[src/hdl/prim_minimum_spanning_tree_assert.svh]
// assertion macros for the spanning tree block, sampled on clk, off during reset
`ifndef PRIM_MINIMUM_SPANNING_TREE_ASSERT_SVH
`define PRIM_MINIMUM_SPANNING_TREE_ASSERT_SVH

// consequent must hold in the same cycle
`define MST_ASSERT_SAME(label, ante, cons) \
    label: assert property (@(posedge clk) disable iff (!rst_n) (ante) |-> (cons)) \
        else $error("prim_mst: same-cycle check failed");

// consequent must hold in the next cycle
`define MST_ASSERT_NEXT(label, ante, cons) \
    label: assert property (@(posedge clk) disable iff (!rst_n) (ante) |=> (cons)) \
        else $error("prim_mst: next-cycle check failed");

`endif

[src/hdl/prim_mst_pkg.sv]
`default_nettype none

package prim_mst_pkg;

    localparam int NODE_W    = 6;
    localparam int FUNC_W    = 2;
    localparam int EDGE_W    = 16;
    localparam int KEY_OUT_W = 17;
    localparam int CFG_W     = 7;

    localparam logic [CFG_W-1:0] CFG_RESET = 7'd64;

    localparam logic [FUNC_W-1:0] FUNC_EDGE  = 2'd0;
    localparam logic [FUNC_W-1:0] FUNC_RUN   = 2'd1;
    localparam logic [FUNC_W-1:0] FUNC_CLEAR = 2'd2;

    typedef enum logic [2:0] {
        ST_CLEAR,
        ST_IDLE,
        ST_EDGE2,
        ST_INIT,
        ST_PASS,
        ST_NEXT,
        ST_ERD,
        ST_ELOAD
    } state_t;

    typedef struct packed {
        logic              load;
        logic [NODE_W-1:0] node;
        logic              last;
    } emit_t;

endpackage

`default_nettype wire

[src/hdl/prim_mst_relax.sv]
`default_nettype none

module prim_mst_relax #(
    parameter int WEIGHT_BITS = 16,
    localparam int KW = WEIGHT_BITS + 1
) (
    input  wire logic [WEIGHT_BITS-1:0] w,
    input  wire logic [KW-1:0]          key,
    input  wire logic                   in_tree,
    input  wire logic                   is_u,
    input  wire logic                   min_found,
    input  wire logic [KW-1:0]          min_key,
    output logic                        upd,
    output logic [KW-1:0]               key_new,
    output logic                        take
);

    logic          active;
    logic [KW-1:0] w_ext;

    always_comb
    begin
        w_ext   = {1'b0, w};
        // the node that just joined counts as already in the tree
        active  = !in_tree && !is_u;
        upd     = active && (w != '0) && (w_ext < key);
        key_new = upd ? w_ext : key;
        // strict compare on an ascending scan keeps the lowest index on ties
        take    = active && (!min_found || (key_new < min_key));
    end

endmodule

`default_nettype wire

[src/hdl/prim_mst_ctrl.sv]
`default_nettype none

module prim_mst_ctrl import prim_mst_pkg::*; #(
    parameter int MAX_NODES = 64,
    parameter int WEIGHT_BITS = 16,
    localparam int NB = $clog2(MAX_NODES),
    localparam int CW = $clog2(MAX_NODES + 1),
    localparam int AW = 2 * NB,
    localparam int KW = WEIGHT_BITS + 1,
    localparam int NW = KW + NB + 2
) (
    input  wire logic                   clk,
    input  wire logic                   rst_n,
    input  wire logic [CW-1:0]          n_use,
    input  wire logic                   in_valid,
    output logic                        in_ready,
    input  wire logic [FUNC_W-1:0]      func,
    input  wire logic [NODE_W-1:0]      node_a,
    input  wire logic [NODE_W-1:0]      node_b,
    input  wire logic [EDGE_W-1:0]      edge_weight,
    input  wire logic                   out_free,
    output emit_t                       emit,
    output logic                        wm_we,
    output logic [AW-1:0]               wm_waddr,
    output logic [WEIGHT_BITS-1:0]      wm_wdata,
    output logic                        wm_re,
    output logic [AW-1:0]               wm_raddr,
    input  wire logic [WEIGHT_BITS-1:0] wm_rdata,
    output logic                        nm_we,
    output logic [NB-1:0]               nm_waddr,
    output logic [NW-1:0]               nm_wdata,
    output logic                        nm_re,
    output logic [NB-1:0]               nm_raddr,
    input  wire logic [NW-1:0]          nm_rdata
);

    localparam logic [KW-1:0]     KEY_NONE = {1'b1, {WEIGHT_BITS{1'b0}}};
    localparam logic [NODE_W:0]   MAXN_L   = (NODE_W + 1)'(MAX_NODES);

    state_t                  state_reg, state_next;
    logic [AW-1:0]           clr_reg, clr_next;
    logic [NB-1:0]           ea_reg, ea_next;
    logic [NB-1:0]           eb_reg, eb_next;
    logic [WEIGHT_BITS-1:0]  ew_reg, ew_next;
    logic [NB-1:0]           u_reg, u_next;
    logic [CW-1:0]           v_reg, v_next;
    logic                    rd_on_reg, rd_on_next;
    logic                    p_valid_reg, p_valid_next;
    logic [NB-1:0]           p_v_reg, p_v_next;
    logic                    p_last_reg, p_last_next;
    logic [CW-1:0]           step_reg, step_next;
    logic                    min_found_reg, min_found_next;
    logic [KW-1:0]           min_key_reg, min_key_next;
    logic [NB-1:0]           min_idx_reg, min_idx_next;
    logic [CW-1:0]           i_reg, i_next;

    logic [CW-1:0]           n_last;
    logic                    ends_ok;
    logic [WEIGHT_BITS-1:0]  w_in;
    logic [KW-1:0]           cur_key;
    logic [NB-1:0]           cur_par;
    logic                    cur_has;
    logic                    cur_in;
    logic                    is_u;
    logic                    upd;
    logic [KW-1:0]           key_new;
    logic                    take;
    logic [NW-1:0]           init_entry;
    logic [NW-1:0]           stage_entry;

    assign n_last  = n_use - CW'(1);
    assign ends_ok = ({1'b0, node_a} < MAXN_L) && ({1'b0, node_b} < MAXN_L);
    assign w_in    = WEIGHT_BITS'(edge_weight);

    assign cur_key = nm_rdata[KW-1:0];
    assign cur_par = nm_rdata[KW+NB-1:KW];
    assign cur_has = nm_rdata[KW+NB];
    assign cur_in  = nm_rdata[KW+NB+1];
    assign is_u    = (p_v_reg == u_reg);

    prim_mst_relax #(
        .WEIGHT_BITS(WEIGHT_BITS)
    ) u_relax (
        .w        (wm_rdata),
        .key      (cur_key),
        .in_tree  (cur_in),
        .is_u     (is_u),
        .min_found(min_found_reg),
        .min_key  (min_key_reg),
        .upd      (upd),
        .key_new  (key_new),
        .take     (take)
    );

    assign init_entry  = {1'b0, 1'b0, {NB{1'b0}},
                          (v_reg == '0) ? {KW{1'b0}} : KEY_NONE};
    assign stage_entry = {cur_in | is_u, cur_has | upd, upd ? u_reg : cur_par, key_new};

    // next state
    always_comb
    begin
        state_next = state_reg;
        unique case (state_reg)
            ST_CLEAR:
            begin
                if (clr_reg == '1)
                begin
                    state_next = ST_IDLE;
                end
            end
            ST_IDLE:
            begin
                if (in_valid)
                begin
                    unique case (func)
                        FUNC_EDGE:  state_next = ends_ok ? ST_EDGE2 : ST_IDLE;
                        FUNC_RUN:   state_next = ST_INIT;
                        FUNC_CLEAR: state_next = ST_CLEAR;
                        default:    state_next = ST_IDLE;
                    endcase
                end
            end
            ST_EDGE2:
            begin
                state_next = ST_IDLE;
            end
            ST_INIT:
            begin
                if (v_reg == n_last)
                begin
                    state_next = ST_PASS;
                end
            end
            ST_PASS:
            begin
                if (p_valid_reg && p_last_reg)
                begin
                    state_next = ST_NEXT;
                end
            end
            ST_NEXT:
            begin
                if (step_reg == n_last)
                begin
                    state_next = (n_use == CW'(1)) ? ST_IDLE : ST_ERD;
                end
                else
                begin
                    state_next = ST_PASS;
                end
            end
            ST_ERD:
            begin
                state_next = ST_ELOAD;
            end
            ST_ELOAD:
            begin
                if (out_free)
                begin
                    state_next = (i_reg == n_last) ? ST_IDLE : ST_ERD;
                end
            end
            default:
            begin
                state_next = ST_IDLE;
            end
        endcase
    end

    // outputs
    always_comb
    begin
        in_ready  = 1'b0;
        emit      = '0;
        wm_we     = 1'b0;
        wm_waddr  = clr_reg;
        wm_wdata  = '0;
        wm_re     = 1'b0;
        wm_raddr  = {u_reg, v_reg[NB-1:0]};
        nm_we     = 1'b0;
        nm_waddr  = p_v_reg;
        nm_wdata  = stage_entry;
        nm_re     = 1'b0;
        nm_raddr  = v_reg[NB-1:0];
        unique case (state_reg)
            ST_CLEAR:
            begin
                wm_we = 1'b1;
            end
            ST_IDLE:
            begin
                in_ready = 1'b1;
                wm_we    = in_valid && (func == FUNC_EDGE) && ends_ok;
                wm_waddr = {node_a[NB-1:0], node_b[NB-1:0]};
                wm_wdata = w_in;
            end
            ST_EDGE2:
            begin
                wm_we    = 1'b1;
                wm_waddr = {eb_reg, ea_reg};
                wm_wdata = ew_reg;
            end
            ST_INIT:
            begin
                nm_we    = 1'b1;
                nm_waddr = v_reg[NB-1:0];
                nm_wdata = init_entry;
            end
            ST_PASS:
            begin
                wm_re = rd_on_reg;
                nm_re = rd_on_reg;
                nm_we = p_valid_reg;
            end
            ST_NEXT:
            begin
                nm_re = 1'b0;
            end
            ST_ERD:
            begin
                nm_re    = 1'b1;
                nm_raddr = i_reg[NB-1:0];
            end
            ST_ELOAD:
            begin
                emit.load = out_free;
                emit.node = NODE_W'(i_reg);
                emit.last = (i_reg == n_last);
            end
            default:
            begin
                in_ready = 1'b0;
            end
        endcase
    end

    // datapath registers
    always_comb
    begin
        clr_next       = clr_reg;
        ea_next        = ea_reg;
        eb_next        = eb_reg;
        ew_next        = ew_reg;
        u_next         = u_reg;
        v_next         = v_reg;
        rd_on_next     = rd_on_reg;
        p_valid_next   = 1'b0;
        p_v_next       = p_v_reg;
        p_last_next    = p_last_reg;
        step_next      = step_reg;
        min_found_next = min_found_reg;
        min_key_next   = min_key_reg;
        min_idx_next   = min_idx_reg;
        i_next         = i_reg;
        unique case (state_reg)
            ST_CLEAR:
            begin
                clr_next = clr_reg + AW'(1);
            end
            ST_IDLE:
            begin
                ea_next  = node_a[NB-1:0];
                eb_next  = node_b[NB-1:0];
                ew_next  = w_in;
                clr_next = '0;
                v_next   = '0;
            end
            ST_INIT:
            begin
                v_next = v_reg + CW'(1);
                if (v_reg == n_last)
                begin
                    v_next         = '0;
                    rd_on_next     = 1'b1;
                    u_next         = '0;
                    step_next      = '0;
                    min_found_next = 1'b0;
                end
            end
            ST_PASS:
            begin
                if (rd_on_reg)
                begin
                    p_valid_next = 1'b1;
                    p_v_next     = v_reg[NB-1:0];
                    p_last_next  = (v_reg == n_last);
                    v_next       = v_reg + CW'(1);
                    rd_on_next   = (v_reg != n_last);
                end
                if (p_valid_reg && take)
                begin
                    min_found_next = 1'b1;
                    min_key_next   = key_new;
                    min_idx_next   = p_v_reg;
                end
            end
            ST_NEXT:
            begin
                step_next      = step_reg + CW'(1);
                u_next         = min_idx_reg;
                v_next         = '0;
                rd_on_next     = 1'b1;
                min_found_next = 1'b0;
                i_next         = CW'(1);
            end
            ST_ELOAD:
            begin
                if (out_free)
                begin
                    i_next = i_reg + CW'(1);
                end
            end
            default:
            begin
                i_next = i_reg;
            end
        endcase
    end

    always_ff @(posedge clk or negedge rst_n)
    begin
        if (!rst_n)
        begin
            state_reg     <= ST_CLEAR;
            clr_reg       <= '0;
            rd_on_reg     <= 1'b0;
            p_valid_reg   <= 1'b0;
            min_found_reg <= 1'b0;
        end
        else
        begin
            state_reg     <= state_next;
            clr_reg       <= clr_next;
            rd_on_reg     <= rd_on_next;
            p_valid_reg   <= p_valid_next;
            min_found_reg <= min_found_next;
        end
    end

    always_ff @(posedge clk)
    begin
        ea_reg      <= ea_next;
        eb_reg      <= eb_next;
        ew_reg      <= ew_next;
        u_reg       <= u_next;
        v_reg       <= v_next;
        p_v_reg     <= p_v_next;
        p_last_reg  <= p_last_next;
        step_reg    <= step_next;
        min_key_reg <= min_key_next;
        min_idx_reg <= min_idx_next;
        i_reg       <= i_next;
    end

endmodule

`default_nettype wire

[config.mk]
export PLATFORM = sky130hd
export DESIGN_NAME = prim_mst_ctrl
export DESIGN_NICKNAME = d
export VERILOG_FILES = /design/src/hdl/prim_minimum_spanning_tree_assert.svh /design/src/hdl/prim_mst_pkg.sv /design/src/hdl/prim_mst_relax.sv /design/src/hdl/prim_mst_ctrl.sv
export SDC_FILE = /design/constraint.sdc
export NUM_CORES = 1
export LEC_CHECK = 0
export BUFFER_PORTS_ARGS = -buffer_cell sky130_fd_sc_hd__buf_2
export CORE_AREA = 2 2 81 160
export CTS_BUF_LIST = sky130_fd_sc_hd__clkbuf_4
export DETAILED_ROUTE_END_ITERATION = 16
export DIE_AREA = 0 0 83 162
export GPL_TIMING_DRIVEN = 0
export HOLD_SLACK_MARGIN = 0.02
export MAX_ROUTING_LAYER = met4
export PLACE_DENSITY = 0.87
export SLEW_MARGIN = 25
export SYNTH_ARGS = -nofsm -noshare
export SYNTH_HDL_FRONTEND = slang
export SYNTH_HIERARCHICAL = 1
export SYNTH_SLANG_ARGS = --single-unit
[constraint.sdc]
create_clock -name clk -period 11.94 [get_ports clk]
set_input_delay 0.597 -clock clk [delete_from_list [all_inputs] [get_ports clk]]
set_output_delay 0.597 -clock clk [all_outputs]
set_load 0.02 [all_outputs]
=== Yosys cells after proc, flatten, opt, wreduce, memory -nomap -nowiden ===
Cells that the tools add are included.

* Register bits: 103
* Word-level logic and storage cells: 120

* Add/subtract/negate cells: 5
* Magnitude comparators: 2
* Equal/unequal tests: 23
* Muxes and demuxes: 42
* Bitwise gates (word level): 2
* Reductions and logical operators: 30

{| class="wikitable"
|+ Operator list
! kind !! count
|-
| 12-bit one-hot mux with 2 select lines || 2
|-
| 17-bit two-way mux || 2
|-
| 16-bit one-hot mux with 2 select lines || 1
|-
| 7-bit two-way mux || 4
|-
| 7-bit one-hot mux with 2 select lines || 2
|-
| 25-bit two-way mux || 1
|-
| 3-bit two-way mux || 8
|-
| 6-bit two-way mux || 4
|-
| 3-bit one-hot mux with 8 select lines || 1
|-
| 7-bit by 1-bit adder with 7-bit output, second input constant || 3
|-
| 7-bit == test || 3
|-
| 7-bit one-hot mux with 3 select lines || 1
|-
| 16-bit by 17-bit < comparator with 1-bit output || 1
|-
| 17-bit < comparator || 1
|-
| 16-bit nonzero test || 1
|-
| 2-bit inequality test, second input constant || 7
|-
| 12-bit by 1-bit adder with 12-bit output, second input constant || 1
|-
| 12-bit == test, second input constant || 1
|-
| 3-bit == test, second input constant || 4
|-
| 6-bit one-hot mux with 2 select lines || 1
|-
| 2-bit AND reduction || 6
|-
| 1-bit two-way mux || 8
|-
| 8-bit two-way mux || 1
|-
| 7-bit by 1-bit == test with 1-bit output, second input constant || 1
|-
| 22 further kinds || 39
|}

=== Logic depth before layout (Yosys ltp) ===
Gate-level depths: netlist (run 1).

* Depth in word-level cells: 12
* Mapped depth: 22
* Depth with buffers taken out: 21

=== Modules after synthesis ===
The synthesis (run 1) kept the hierarchy.

{| class="wikitable"
|+ By module, submodules not included
! module !! instances !! cells an instance !! area an instance (sq um) !! seq. area each (sq um)
|-
| prim_mst_ctrl || 1 || 500 || 5492.8 || 3002.9
|-
| prim_mst_relax || 1 || 162 || 1093.5 || 0.0
|}

=== Least setup slack after synthesis (run 1) ===
Ideal clock, no wire load.

* Path type: input -> register
* Start: in nm_rdata[2]
* End: reg min_idx_reg[0] (enable)
* Setup time: 0.383 ns
* Data arrival time: 4.032 ns
* Data required time: 11.557 ns
* Setup slack: 7.526 ns
* Cell stages on the path: 19
* Buffers on the path: 1
* Cells stage by stage: inv_1 -> ha_1 -> a21oi_1 -> o21ai_0 -> a2111oi_4 -> nand3_1 -> inv_2 -> buf_2 -> nand2_1 -> o21ai_1 -> ha_1 -> a21oi_1 -> o21ai_0 -> a21o_1 -> a21oi_1 -> o21ai_0 -> a2111oi_2 -> o21a_1 -> and3_1

* Word-level cells in the longest chain between the ends: 8

{| class="wikitable"
|+ Ends and longest elaborated chain
! element !! RTL line !! source
|-
| start, declared || prim_mst_ctrl.sv:34 || <nowiki>input wire logic [NW-1:0] nm_rdata</nowiki>
|-
| 16-bit by 17-bit < comparator with 1-bit output || prim_mst_relax.sv:26 || <nowiki>upd = active && (w != '0) && (w_ext < key);</nowiki>
|-
| 1-bit logical AND || prim_mst_relax.sv:26 ||
|-
| 17-bit two-way mux || prim_mst_relax.sv:27 || <nowiki>key_new = upd ? w_ext : key;</nowiki>
|-
| named net key_new[12] || prim_mst_ctrl.sv:66 || <nowiki>logic [KW-1:0] key_new;</nowiki>
|-
| 17-bit < comparator || prim_mst_relax.sv:29 || <nowiki>take = active && (!min_found || (key_new < min_key));</nowiki>
|-
| 1-bit logical OR || prim_mst_relax.sv:29 ||
|-
| 1-bit logical AND || prim_mst_relax.sv:29 ||
|-
| named net take || prim_mst_ctrl.sv:67 || <nowiki>logic take;</nowiki>
|-
| 1-bit logical AND || prim_mst_ctrl.sv:290 || <nowiki>if (p_valid_reg && take)</nowiki>
|-
| 2-bit AND reduction (no line) || - ||
|-
| end signal, assigned || prim_mst_ctrl.sv:351 || <nowiki>min_idx_reg <= min_idx_next;</nowiki>
|-
| end, declared || prim_mst_ctrl.sv:54 || <nowiki>logic [NB-1:0] min_idx_reg, min_idx_next;</nowiki>
|}

The timed path passes the listed nets, and every way through them passes these cells.
A chain may end at the register's enable or synchronous reset.

=== Worst setup path in the final report (run 1) ===
* Start: reg u_reg[0]
* End: reg min_key_reg[16] (enable)

* Word-level cells in the longest chain between the ends: 11

{| class="wikitable"
|+ Ends and longest elaborated chain
! element !! RTL line !! source
|-
| start, declared || prim_mst_ctrl.sv:45 || <nowiki>logic [NB-1:0] u_reg, u_next;</nowiki>
|-
| start signal, assigned || prim_mst_ctrl.sv:345 || <nowiki>u_reg <= u_next;</nowiki>
|-
| 6-bit == test || prim_mst_ctrl.sv:79 || <nowiki>assign is_u = (p_v_reg == u_reg);</nowiki>
|-
| named net is_u || prim_mst_ctrl.sv:64 || <nowiki>logic is_u;</nowiki>
|-
| 1-bit logical NOT || prim_mst_relax.sv:25 || <nowiki>active = !in_tree && !is_u;</nowiki>
|-
| 1-bit logical AND || prim_mst_relax.sv:25 ||
|-
| 1-bit logical AND (2 in series) || prim_mst_relax.sv:26 ||
|-
| 17-bit two-way mux || prim_mst_relax.sv:27 ||
|-
| named net key_new[12] || prim_mst_ctrl.sv:66 ||
|-
| 17-bit < comparator || prim_mst_relax.sv:29 ||
|-
| 1-bit logical OR || prim_mst_relax.sv:29 ||
|-
| 1-bit logical AND || prim_mst_relax.sv:29 ||
|-
| named net take || prim_mst_ctrl.sv:67 ||
|-
| 1-bit logical AND || prim_mst_ctrl.sv:290 ||
|-
| 2-bit AND reduction (no line) || - ||
|-
| end signal, assigned || prim_mst_ctrl.sv:350 || <nowiki>min_key_reg <= min_key_next;</nowiki>
|-
| end, declared || prim_mst_ctrl.sv:53 || <nowiki>logic [KW-1:0] min_key_reg, min_key_next;</nowiki>
|}

The timed path passes the listed nets, and every way through them passes these cells.

==> impl_metrics.tcl, run 1 <==
set metrics [dict create \
    relSlewSlack 0.429 \
    dp.cells 977 \
    grt.total_usage 0.254 \
    cts_tree "yes" \
    synthTopCellsByArea "edfxtp_1, ha_1, dfrtp_1" \
    synth-seq-cells 103 \
    critPathCaptureType "flip-flop" \
    synth_top_family_by_area "simple AND/OR/NAND/NOR gates" \
    vdd_drop_max_v 0.000126 \
    synthSimpleGateAreaFrac 0.195 \
    die_y_um 162 \
    synth_area_leader_cell "edfxtp_1" \
    hp-class "in2async" \
    die_x_um 83 \
    fin_crit_ns 4.71 \
    ant_nets 0 \
    worstSetupPathType "reg2reg" \
    yosys.area.top_type_share 0.388 \
    synth_compound_area_frac 0.128 \
    max_freq_mhz 212 \
    initial_utilization 0.540 \
    cts.path.max_buffers 2 \
    grt.overflow.total 0 \
    synth_cell_types 75 \
    first_pass_iters 5 \
    clk_pin_slew_ns 0.19 \
    dp_hpwl_um 13200 \
    fillCellCount 1047 \
    arrival_ns 4.82 \
    cellLeakagePower_uw 0.00357 \
    setup_viol 0 \
    cap_viol_max_count 0 \
    cpMostUsedCell "o21ai_0" \
    power_density_nw_per_um2 209 \
    h-tree-depth 3 \
    path_delay_family "compound AO/OA/AOI/OAI gates" \
    cp_cell_sequence "xnor2_1 > nand4_1 > nor3_1 > nor2_1 > o21ai_0 > a2111oi_4 > nand3_1 > inv_2 > buf_2 > nand2_1 > o21ai_1 > ha_1 > a21oi_1 > o21ai_0 > a21o_1 > a21oi_1 > o21ai_0 > a2111oi_2 > o21a_1 > and3_2" \
    hold_violations 0 \
    path_buf_inv 2 \
    core_um2 12200 \
    wl_per_cell_um 17.0 \
    synth_area_per_cell_um2 9.95 \
    area_delta_synth_final_pct 18.7 \
    synth_area_um2 6590 \
    preCtsSetupSlack_ns 6.89 \
    io_buffers 167 \
    crit_path_max_incr_delay_ns 0.58 \
    synth_nets 782 \
    synth_edf_count 85 \
    gp_congestion 0.979 \
    synthFlopType "edfxtp_1" \
    critPathRequiredTime_ns 12.05 \
    finClkSkew_ns 0.0166 \
    layoutNonFillerInstCount 994 \
    ios 172 \
    ys_seq_area_frac 0.456 \
    nNetsFinal 961 \
    grt_pass1_wl_um 27000 \
    yosys_warnings 6 \
    hold_slack_ns 0.0310 \
    drt_drc_violations_left 0 \
    status "complete, no violations" \
    insertion_delay_ns 0.46 \
    cts_hold_buf 0 \
    worstMarginPinSlew_ns 0.851 \
    fin_ws_ns 7.23 \
    drt-total-wl_um 16900 \
    cp-start-kind "flip-flop" \
    post_cts_buffers 0 \
    crit_fanout 24 \
    syn_inst 662 \
    largest_register_ffs 17 \
    drtIter0Drc 339 \
    via_count 5638 \
    drive_gt1_frac 0.268 \
    die_area_um2 13400 \
    fp-row-count 57 \
    antenna_found_initial 1 \
    synthMuxAreaShare 0.0239 \
    clock-sinks 103 \
    cts.root.buffer_cell "clkbuf_4" \
    grt_pass1_vias 5704 \
    synth-xor-area-share 0.0718 \
    critPathSlowestCell "and3_2" \
    finalCritPeriodShare 0.395 \
    grt_max_degree 31 \
    tns_ns 0 \
    viasPerCell 5.67 \
    rsz0062_at_grt "no" \
    yosys.area_share.adder 0.0722 \
    final-max-slew-violation-count 0 \
    cts_buffers 9 \
    cts_resized 0 \
    async_flop_share 0.175 \
]
==> worst paths after layout <==
check / slack (ns) / end / startpoint / cells past startpoint
setup / recovery: 7.23 / min_key_reg[16] / u_reg[0] / 20
hold / removal: 0.03 / clr_reg[1] / rst_n / 1
setup reg to reg: 7.23 / min_key_reg[16] / u_reg[0] / 20
hold reg to reg: 0.51 / p_v_reg[3] / v_reg[3] / 0
max in group asynchronous: 11.60 / min_found_reg / rst_n / 1
min in group clk: 0.31 / ew_reg[13] / edge_weight[13] / 1
==> final cells by class <==
| type | count | area (µm²) | area share |
|---|---|---|---|
| multi-input combinational | 476 | 3240 | 0.415 |
| sequential | 103 | 3000 | 0.384 |
| timing repair buffer | 168 | 856 | 0.109 |
| tap | 147 | 184 | 0.0235 |
| buffer | 36 | 178 | 0.0227 |
| inverter | 47 | 176 | 0.0226 |
| clock inverter | 7 | 109 | 0.0139 |
| clock buffer | 9 | 67.6 | 0.00864 |
| antenna | 1 | 2.50 | 0.000320 |
==> per-layer routing <==
| metal | vias to the layer above | routed length (µm) | share of wire | track usage |
|---|---|---|---|---|
| li1 | 2724 | - | - | - |
| met4 | 0 | 594 | 0.035 | 0.113 |
| met2 | 191 | 9540 | 0.57 | 0.479 |
| met5 | - | 0 | 0 | - |
| met1 | 2679 | 6030 | 0.36 | 0.259 |
| met3 | 44 | 690 | 0.041 | 0.0325 |
==> report_power, final <==
| part | leakage [µW] | switching, µW | internal, µW | total [µW] |
|---|---|---|---|---|
| logic | 0.00244 | 530 | 293 | 823 |
| registers | 0.00103 | 72.8 | 515 | 587 |
| clock network | 0.0000954 | 132 | 90.3 | 223 |
==> worst register-to-register path: stages (launching register included) <==
cell and delay (ns):
edfxtp_1 0.49, xnor2_1 0.16, nand4_1 0.09, nor3_1 0.07, nor2_1 0.18, o21ai_0 0.17, a2111oi_4 0.22, nand3_1 0.22
inv_2 0.12, buf_2 0.23, nand2_1 0.08, o21ai_1 0.13, ha_1 0.29, a21oi_1 0.18, o21ai_0 0.12, a21o_1 0.19
a21oi_1 0.15, o21ai_0 0.16, a2111oi_2 0.31, o21a_1 0.20, and3_2 0.58
==> through the flow <==
step / power (µW) / cell area [µm²] / utilization
after global placement: 1390 / 7610 / 0.624
after detailed placement: 1410 / 7640 / 0.626
after global routing: 1730 / 7820 / 0.641
after CTS: 1630 / 7810 / 0.641
after floorplan: 1150 / 6590 / -
final: 1630 / 7820 / 0.641
==> synth_stat cells (3+ instances only) <==
library cell,number
mux2_2,6
and2_1,22
ha_1,38
dfrtp_1,18
nand4_1,5
a21oi_1,21
a22oi_1,12
a21o_1,3
mux2i_1,9
xor2_1,22
buf_4,7
nand2b_1,3
inv_1,45
o21ai_1,17
o21ai_0,21
nor3b_1,3
nor3_1,5
o211ai_1,3
edfxtp_1,85
nor4_1,8
nor2_1,58
clkbuf_1,21
nand3_1,16
nand2_1,94
a22o_1,17
buf_2,6
a31oi_1,3
and3_1,13
xnor2_1,25
==> kinds of logic after synthesis <==
kind of cell / Yosys count
mux: 15
flops: 103
compound gates: 122
xor+xnor: 50
buf+inv: 83
simple gates: 251
fa+ha+maj: 38
==> placed cells by master (no fill, tap or decap), drive strengths merged, types with 4 or more instances in the layout <==
master,n
xor2,22
xnor2,26
buf,183
inv,51
nor4,10
a22oi,12
and2,23
clkbuf,30
mux2i,9
nand2,94
nand2b,4
nor2,58
nand3,16
a22o,17
a2111oi,4
nor3,8
and3,13
a21oi,21
mux2,6
edfxtp,85
dfrtp,18
ha,38
nand4,8
o21ai,39
Note: power is estimated with default switching activity, not from simulation.
==> run 2: changes to the inputs <==
--- a/config.mk
+++ b/config.mk
@@ -5,15 +5,16 @@
 export SDC_FILE = /design/constraint.sdc
 export NUM_CORES = 1
 export LEC_CHECK = 0
+export ABC_AREA = 1
 export BUFFER_PORTS_ARGS = -buffer_cell sky130_fd_sc_hd__buf_2
-export CORE_AREA = 2 2 81 160
+export CORE_AREA = 2 2 86 171
 export CTS_BUF_LIST = sky130_fd_sc_hd__clkbuf_4
 export DETAILED_ROUTE_END_ITERATION = 16
-export DIE_AREA = 0 0 83 162
+export DIE_AREA = 0 0 88 173
 export GPL_TIMING_DRIVEN = 0
 export HOLD_SLACK_MARGIN = 0.02
 export MAX_ROUTING_LAYER = met4
-export PLACE_DENSITY = 0.87
+export PLACE_DENSITY = 0.83
 export SLEW_MARGIN = 25
 export SYNTH_ARGS = -nofsm -noshare
 export SYNTH_HDL_FRONTEND = slang
==> constraint.sdc (replaced) <==
create_clock -name clk -period 4.3 [get_ports clk]
set_input_delay 0.215 -clock clk [delete_from_list [all_inputs] [get_ports clk]]
set_output_delay 0.215 -clock clk [all_outputs]
set_load 0.02 [all_outputs]
==> impl_metrics.tcl, run 2 <==
set metrics [dict create \
    crit_fanout 10 \
    antenna_found_initial 1 \
    multi_input_area_um2 3140 \
    arrival_ns 4.29 \
    synthFlopType "edfxtp_1" \
    yosys_warnings 6 \
    synth_area_um2 6820 \
    relSlewSlack 0.404 \
    pwr-share-clk 0.127 \
    cap_viol_max_count 0 \
    p_sw_frac 0.464 \
    syn_inst 825 \
    fillCellCount 1207 \
    synth_area_per_cell_um2 8.27 \
    synth_nets 945 \
    fin_crit_ns 4.07 \
    viasPerCell 5.16 \
    reg2reg_to "min_key_reg[10]" \
    layout_commonest_cell "buf_2" \
    grt.overflow.total 0 \
    ant_nets 0 \
    drtIter0Drc 287 \
    ys_seq_area_frac 0.440 \
    min_to "min_key_reg[1]" \
    synth_area_leader_cell "edfxtp_1" \
    initial_utilization 0.494 \
    drt_drc_violations_left 0 \
    grt_max_degree 27 \
    clk_pin_slew_ns 0.19 \
    power.net_switching_uw 1850 \
    fin_area_um2 8420 \
    fp-row-count 61 \
    via_count 6387 \
    synth_edf_count 85 \
    nNetsFinal 1162 \
    die_y_um 173 \
    io_buffers 171 \
    hold_path_depth 3 \
    largest_register_ffs 17 \
    final_cell_mix "buf_2, nand2_1, inv_1" \
    p_int_uw 2130 \
    regArea_um2 3000 \
    synth_common_cells "nand2_1, inv_1, nor2_1, edfxtp_1, nand3_1" \
    yosys.area.top_type_share 0.374 \
    critPathRequiredTime_ns 4.52 \
    grt_pass1_wl_um 29100 \
    holdCritStartpoint "wm_rdata[1]" \
    ios 172 \
    area_delta_synth_final_pct 23.4 \
    setup_viol 0 \
    die_x_um 88 \
    grt.total_usage 0.254 \
    status "complete, no violations" \
    grt_pass1_vias 6193 \
    cellLeakagePower_uw 0.00406 \
    synth-seq-cells 103 \
    cp-start-kind "flip-flop" \
    comb_power_share 0.493 \
    first_pass_iters 5 \
    core_um2 13800 \
    cts_buffers 9 \
    worstRegToRegCells 25 \
    hold_violations 0 \
    final-max-slew-violation-count 0 \
    drt-total-wl_um 19000 \
    cts.path.max_buffers 2 \
    reg2reg_slack_ns 0.23 \
    drive_gt1_frac 0.260 \
    dp.cells 1186 \
    synth_cell_types 42 \
    dp_hpwl_um 15000 \
    reg2reg_from "p_v_reg[1]" \
    vdd_drop_max_v 0.000546 \
    clock-sinks 103 \
    worstSetupPathType "reg2reg" \
    placed_area_um2 7950 \
    h-tree-depth 3 \
    async_flop_share 0.175 \
    worstMarginPinSlew_ns 0.886 \
    cts_tree "yes" \
    hold_slack_ns 0.0376 \
    tns_ns 0 \
    gp_congestion 1.03 \
    cts.root.buffer_cell "clkbuf_4" \
    synthTopCellsByArea "edfxtp_1, nand2_1, inv_1" \
    power_density_nw_per_um2 473 \
    yosysMostFrequentCell "nand2_1" \
    layoutNonFillerInstCount 1237 \
    max_freq_mhz 245 \
    finClkSkew_ns 0.0269 \
    critPathCaptureType "flip-flop" \
    wl_per_cell_um 15.4 \
    p_seq_frac 0.380 \
    die_area_um2 15200 \
    insertion_delay_ns 0.51 \
    hp-class "in2reg" \
    finalCritPeriodShare 0.948 \
]
run 2: final cells by class:
type                            count  share of cell area
Inverter                          138              0.0620
Tap cell                          189              0.0281
Sequential cell                   103               0.357
Clock inverter                      7             0.00877
Antenna cell                        1            0.000297
Buffer                             30              0.0193
Timing Repair Buffer              205               0.143
Timing Repair inverter              1            0.000892
Multi-Input combinational cell    554               0.373
Clock buffer                        9             0.00802
run 2: metal layers:
metal | share of wire | GRT usage | wire length, µm | vias to the layer above
li1 | - | - | - | 3176
met3 | 0.050 | 0.0368 | 954 | 64
met5 | 0 | - | 0 | -
met1 | 0.33 | 0.223 | 6340 | 2914
met2 | 0.56 | 0.486 | 10700 | 233
met4 | 0.053 | 0.138 | 1010 | 0
run 2: stage by stage:
| stage | power (µW) | util | setup WS [ns] |
|---|---|---|---|
| finish | 3980 | 0.610 | 0.226 |
| global route | 4220 | 0.610 | -0.0626 |
| CTS | 3970 | 0.606 | 0.0154 |
| detailed placement | 3460 | 0.575 | 0.0749 |
| global placement | 3400 | 0.573 | 0.184 |
| floorplan | 2790 | - | 0.776 |
run 2: what timing repair did:
item,CTS,global route
setup endpoints to repair,0,23
endpoints found under the hold margin,46,0
buffers inserted,0,4
gates resized for setup,0,2
hold buffers,29,0
run 2: cell families after synthesis:
group,count (synthesis),share of synthesized area
AO/OA/AOI/OAI,110,0.111
adder cells (fa/ha/maj),38,0.0697
AND/OR/NAND/NOR,384,0.249
multiplexers,6,0.00990
XOR/XNOR,16,0.0205
buffers and inverters,168,0.0996
flip-flops,103,0.440
run 2: critical path, cell delays in order, from the launching register on:
cell	delay (ns)
edfxtp_1	0.47
xor2_1	0.20
nor2_1	0.09
nand4_1	0.10
inv_1	0.07
nor2_2	0.16
nand2_1	0.08
nor2_2	0.13
nand2_1	0.08
nor2_2	0.10
nand3_2	0.08
inv_2	0.15
buf_6	0.17
nand2_1	0.07
o21ai_2	0.09
ha_1	0.27
a21oi_1	0.14
o21ai_0	0.12
nand4_1	0.10
o211ai_1	0.11
a21oi_1	0.14
nand2_1	0.06
a21oi_1	0.16
nand3_1	0.29
clkinvlp_4	0.17
buf_4	0.17
run 2: power by group through the flow:
stage                     Combinational [µW]  Clock (µW)  Sequential (µW)
after floorplan                         1330           0             1470
after global placement                  1870           0             1530
after detailed placement                1930           0             1530
after CTS                               1960         509             1510
after global routing                    2140         551             1530
final                                   1960         504             1510
run 2: worst max path at each step:
stage / start / cells after the start / slack, ns / end
finish: p_v_reg[1] / 25 / 0.23 / min_key_reg[10]
global route: p_v_reg[1] / 25 / -0.06 / min_key_reg[14]
CTS: p_v_reg[1] / 24 / 0.02 / min_key_reg[10]
detailed placement: p_v_reg[1] / 24 / 0.07 / min_key_reg[4]
global placement: p_v_reg[1] / 24 / 0.18 / min_key_reg[3]
floorplan: u_reg[1] / 23 / 0.78 / min_idx_reg[0]
==> run 3: changes to the inputs <==
==> constraint.sdc (replaced) <==
create_clock -name clk -period 4.3 [get_ports clk]
set_input_delay 0.43 -clock clk [delete_from_list [all_inputs] [get_ports clk]]
set_output_delay 0.43 -clock clk [all_outputs]
set_load 0.02 [all_outputs]
==> impl_metrics.tcl, run 3 (synthesis gave the netlist of run 2 again) <==
set metrics [dict create \
    status "complete, no violations" \
    power_density_nw_per_um2 486 \
    layoutNonFillerInstCount 1209 \
    holdCritStartpoint "edge_weight[7]" \
    max_freq_mhz 246 \
    grt.total_usage 0.247 \
    finalCritPeriodShare 0.947 \
    arrival_ns 4.29 \
    clk_pin_slew_ns 0.19 \
    fin_crit_ns 4.07 \
    fillCellCount 1250 \
    ant_nets 0 \
    clock-sinks 103 \
    cellLeakagePower_uw 0.00395 \
    area_delta_synth_final_pct 19.3 \
    grt_max_degree 27 \
    vdd_drop_max_v 0.000565 \
    first_pass_iters 5 \
    critPathRequiredTime_ns 4.52 \
    nNetsFinal 1134 \
    setup_viol 0 \
    crit_start "p_v_reg[1]" \
    critPathCaptureType "flip-flop" \
    fp-row-count 61 \
    largest_register_ffs 17 \
    reg2reg_to "min_key_reg[14]" \
    viasPerCell 5.17 \
    core_um2 13800 \
    drtIter0Drc 303 \
    worstMarginPinSlew_ns 0.902 \
    cts_buffers 9 \
    hp-class "in2reg" \
    post-route-util 0.589 \
    cts_tree "yes" \
    worstSetupPathType "reg2reg" \
    wl_per_cell_um 15.3 \
    min_to "ew_reg[7]" \
    initial_utilization 0.494 \
    relSlewSlack 0.393 \
    cts.root.buffer_cell "clkbuf_4" \
    worstRegToRegCells 25 \
    cpMostUsedCell "nand2_1" \
    crit_path_max_incr_delay_ns 0.47 \
    ios 172 \
    hold_path_depth 1 \
    grt.overflow.total 0 \
    dp_hpwl_um 15000 \
    drt-total-wl_um 18500 \
    h-tree-depth 3 \
    insertion_delay_ns 0.51 \
    cap_viol_max_count 0 \
    crit_fanout 10 \
    layout_commonest_cell "buf_2" \
    die_x_um 88 \
    antenna_found_initial 1 \
    cp-start-kind "flip-flop" \
    drt_drc_violations_left 0 \
    dp.cells 1186 \
    gp_congestion 1.03 \
    reg2reg_slack_ns 0.23 \
    via_count 6247 \
    hold_violations 0 \
    finClkSkew_ns 0.0282 \
    grt_pass1_vias 5990 \
    io_buffers 171 \
    final_cell_mix "buf_2, nand2_1, inv_1" \
    cts.path.max_buffers 2 \
    die_area_um2 15200 \
    final-max-slew-violation-count 0 \
    critPathSlowestCell "edfxtp_1" \
    reg2reg_from "p_v_reg[1]" \
    grt_pass1_wl_um 28200 \
    die_y_um 173 \
    drive_gt1_frac 0.267 \
]
run 3: layout make-up:
cell class | instances | area [µm²] | area share
clock buffers | 9 | 67.6 | 0.00830
plain buffers | 30 | 163 | 0.0200
repair inverters | 1 | 7.51 | 0.000922
inverters | 138 | 522 | 0.0641
well taps | 189 | 236 | 0.0291
diodes | 1 | 2.50 | 0.000307
clock inverters | 7 | 73.8 | 0.00907
multi-input cells | 554 | 3140 | 0.386
repair buffers | 177 | 923 | 0.113
flip-flops and latches | 103 | 3000 | 0.369
run 3: critical path, delay by kind of cell (launching register included):
family          cells  cell delay [ns]
simple gates       12             1.34
compound gates      6             0.76
buf+inv             5             0.73
flops               1             0.47
fa+ha+maj           1             0.27
xor+xnor            1             0.20
run 3: per-layer routing:
layer	track usage	wire length (µm)	vias to the layer above
met2	0.475	10500	225
met4	0.124	975	0
met3	0.0353	933	57
met1	0.220	6170	2847
met5	-	0	-
li1	-	-	3118
run 3: worst max-delay path by stage:
stage | end | slack [ns] | cells after the start
6_report | min_key_reg[14] | 0.23 | 25
3_3_place_gp | min_key_reg[3] | 0.15 | 24
4_1_cts | min_key_reg[10] | 0.02 | 24
3_5_place_dp | min_key_reg[4] | 0.07 | 24
2_1_floorplan | min_idx_reg[0] | 0.78 | 23
5_1_grt | min_key_reg[14] | -0.06 | 25
run 3: metrics by stage:
step	hold slack [ns]	setup TNS [ns]	setup slack [ns]	instance area [µm²]	total power, µW
2_1_floorplan	0.134	0	0.776	6820	2790
3_3_place_gp	0.394	0	0.154	7920	3400
3_5_place_dp	0.405	0	0.0749	7950	3460
4_1_cts	0.0886	0	0.0154	8100	3950
5_1_grt	0.0833	-0.467	-0.0626	8140	4190
6_report	0.0915	0	0.229	8140	3950
run 3: repair_timing:
item,in CTS,in global routing
endpoints found under the hold margin,18,0
resized for setup,0,2
buffers inserted,0,4
hold buffers,1,0
endpoints found under the setup margin,0,23
run 3: power by group:
part           total, µW  switching [µW]  internal [µW]
sequential          1510             173           1340
combinational       1940            1300            642
clock                504             367            137
total               3950            1840           2120
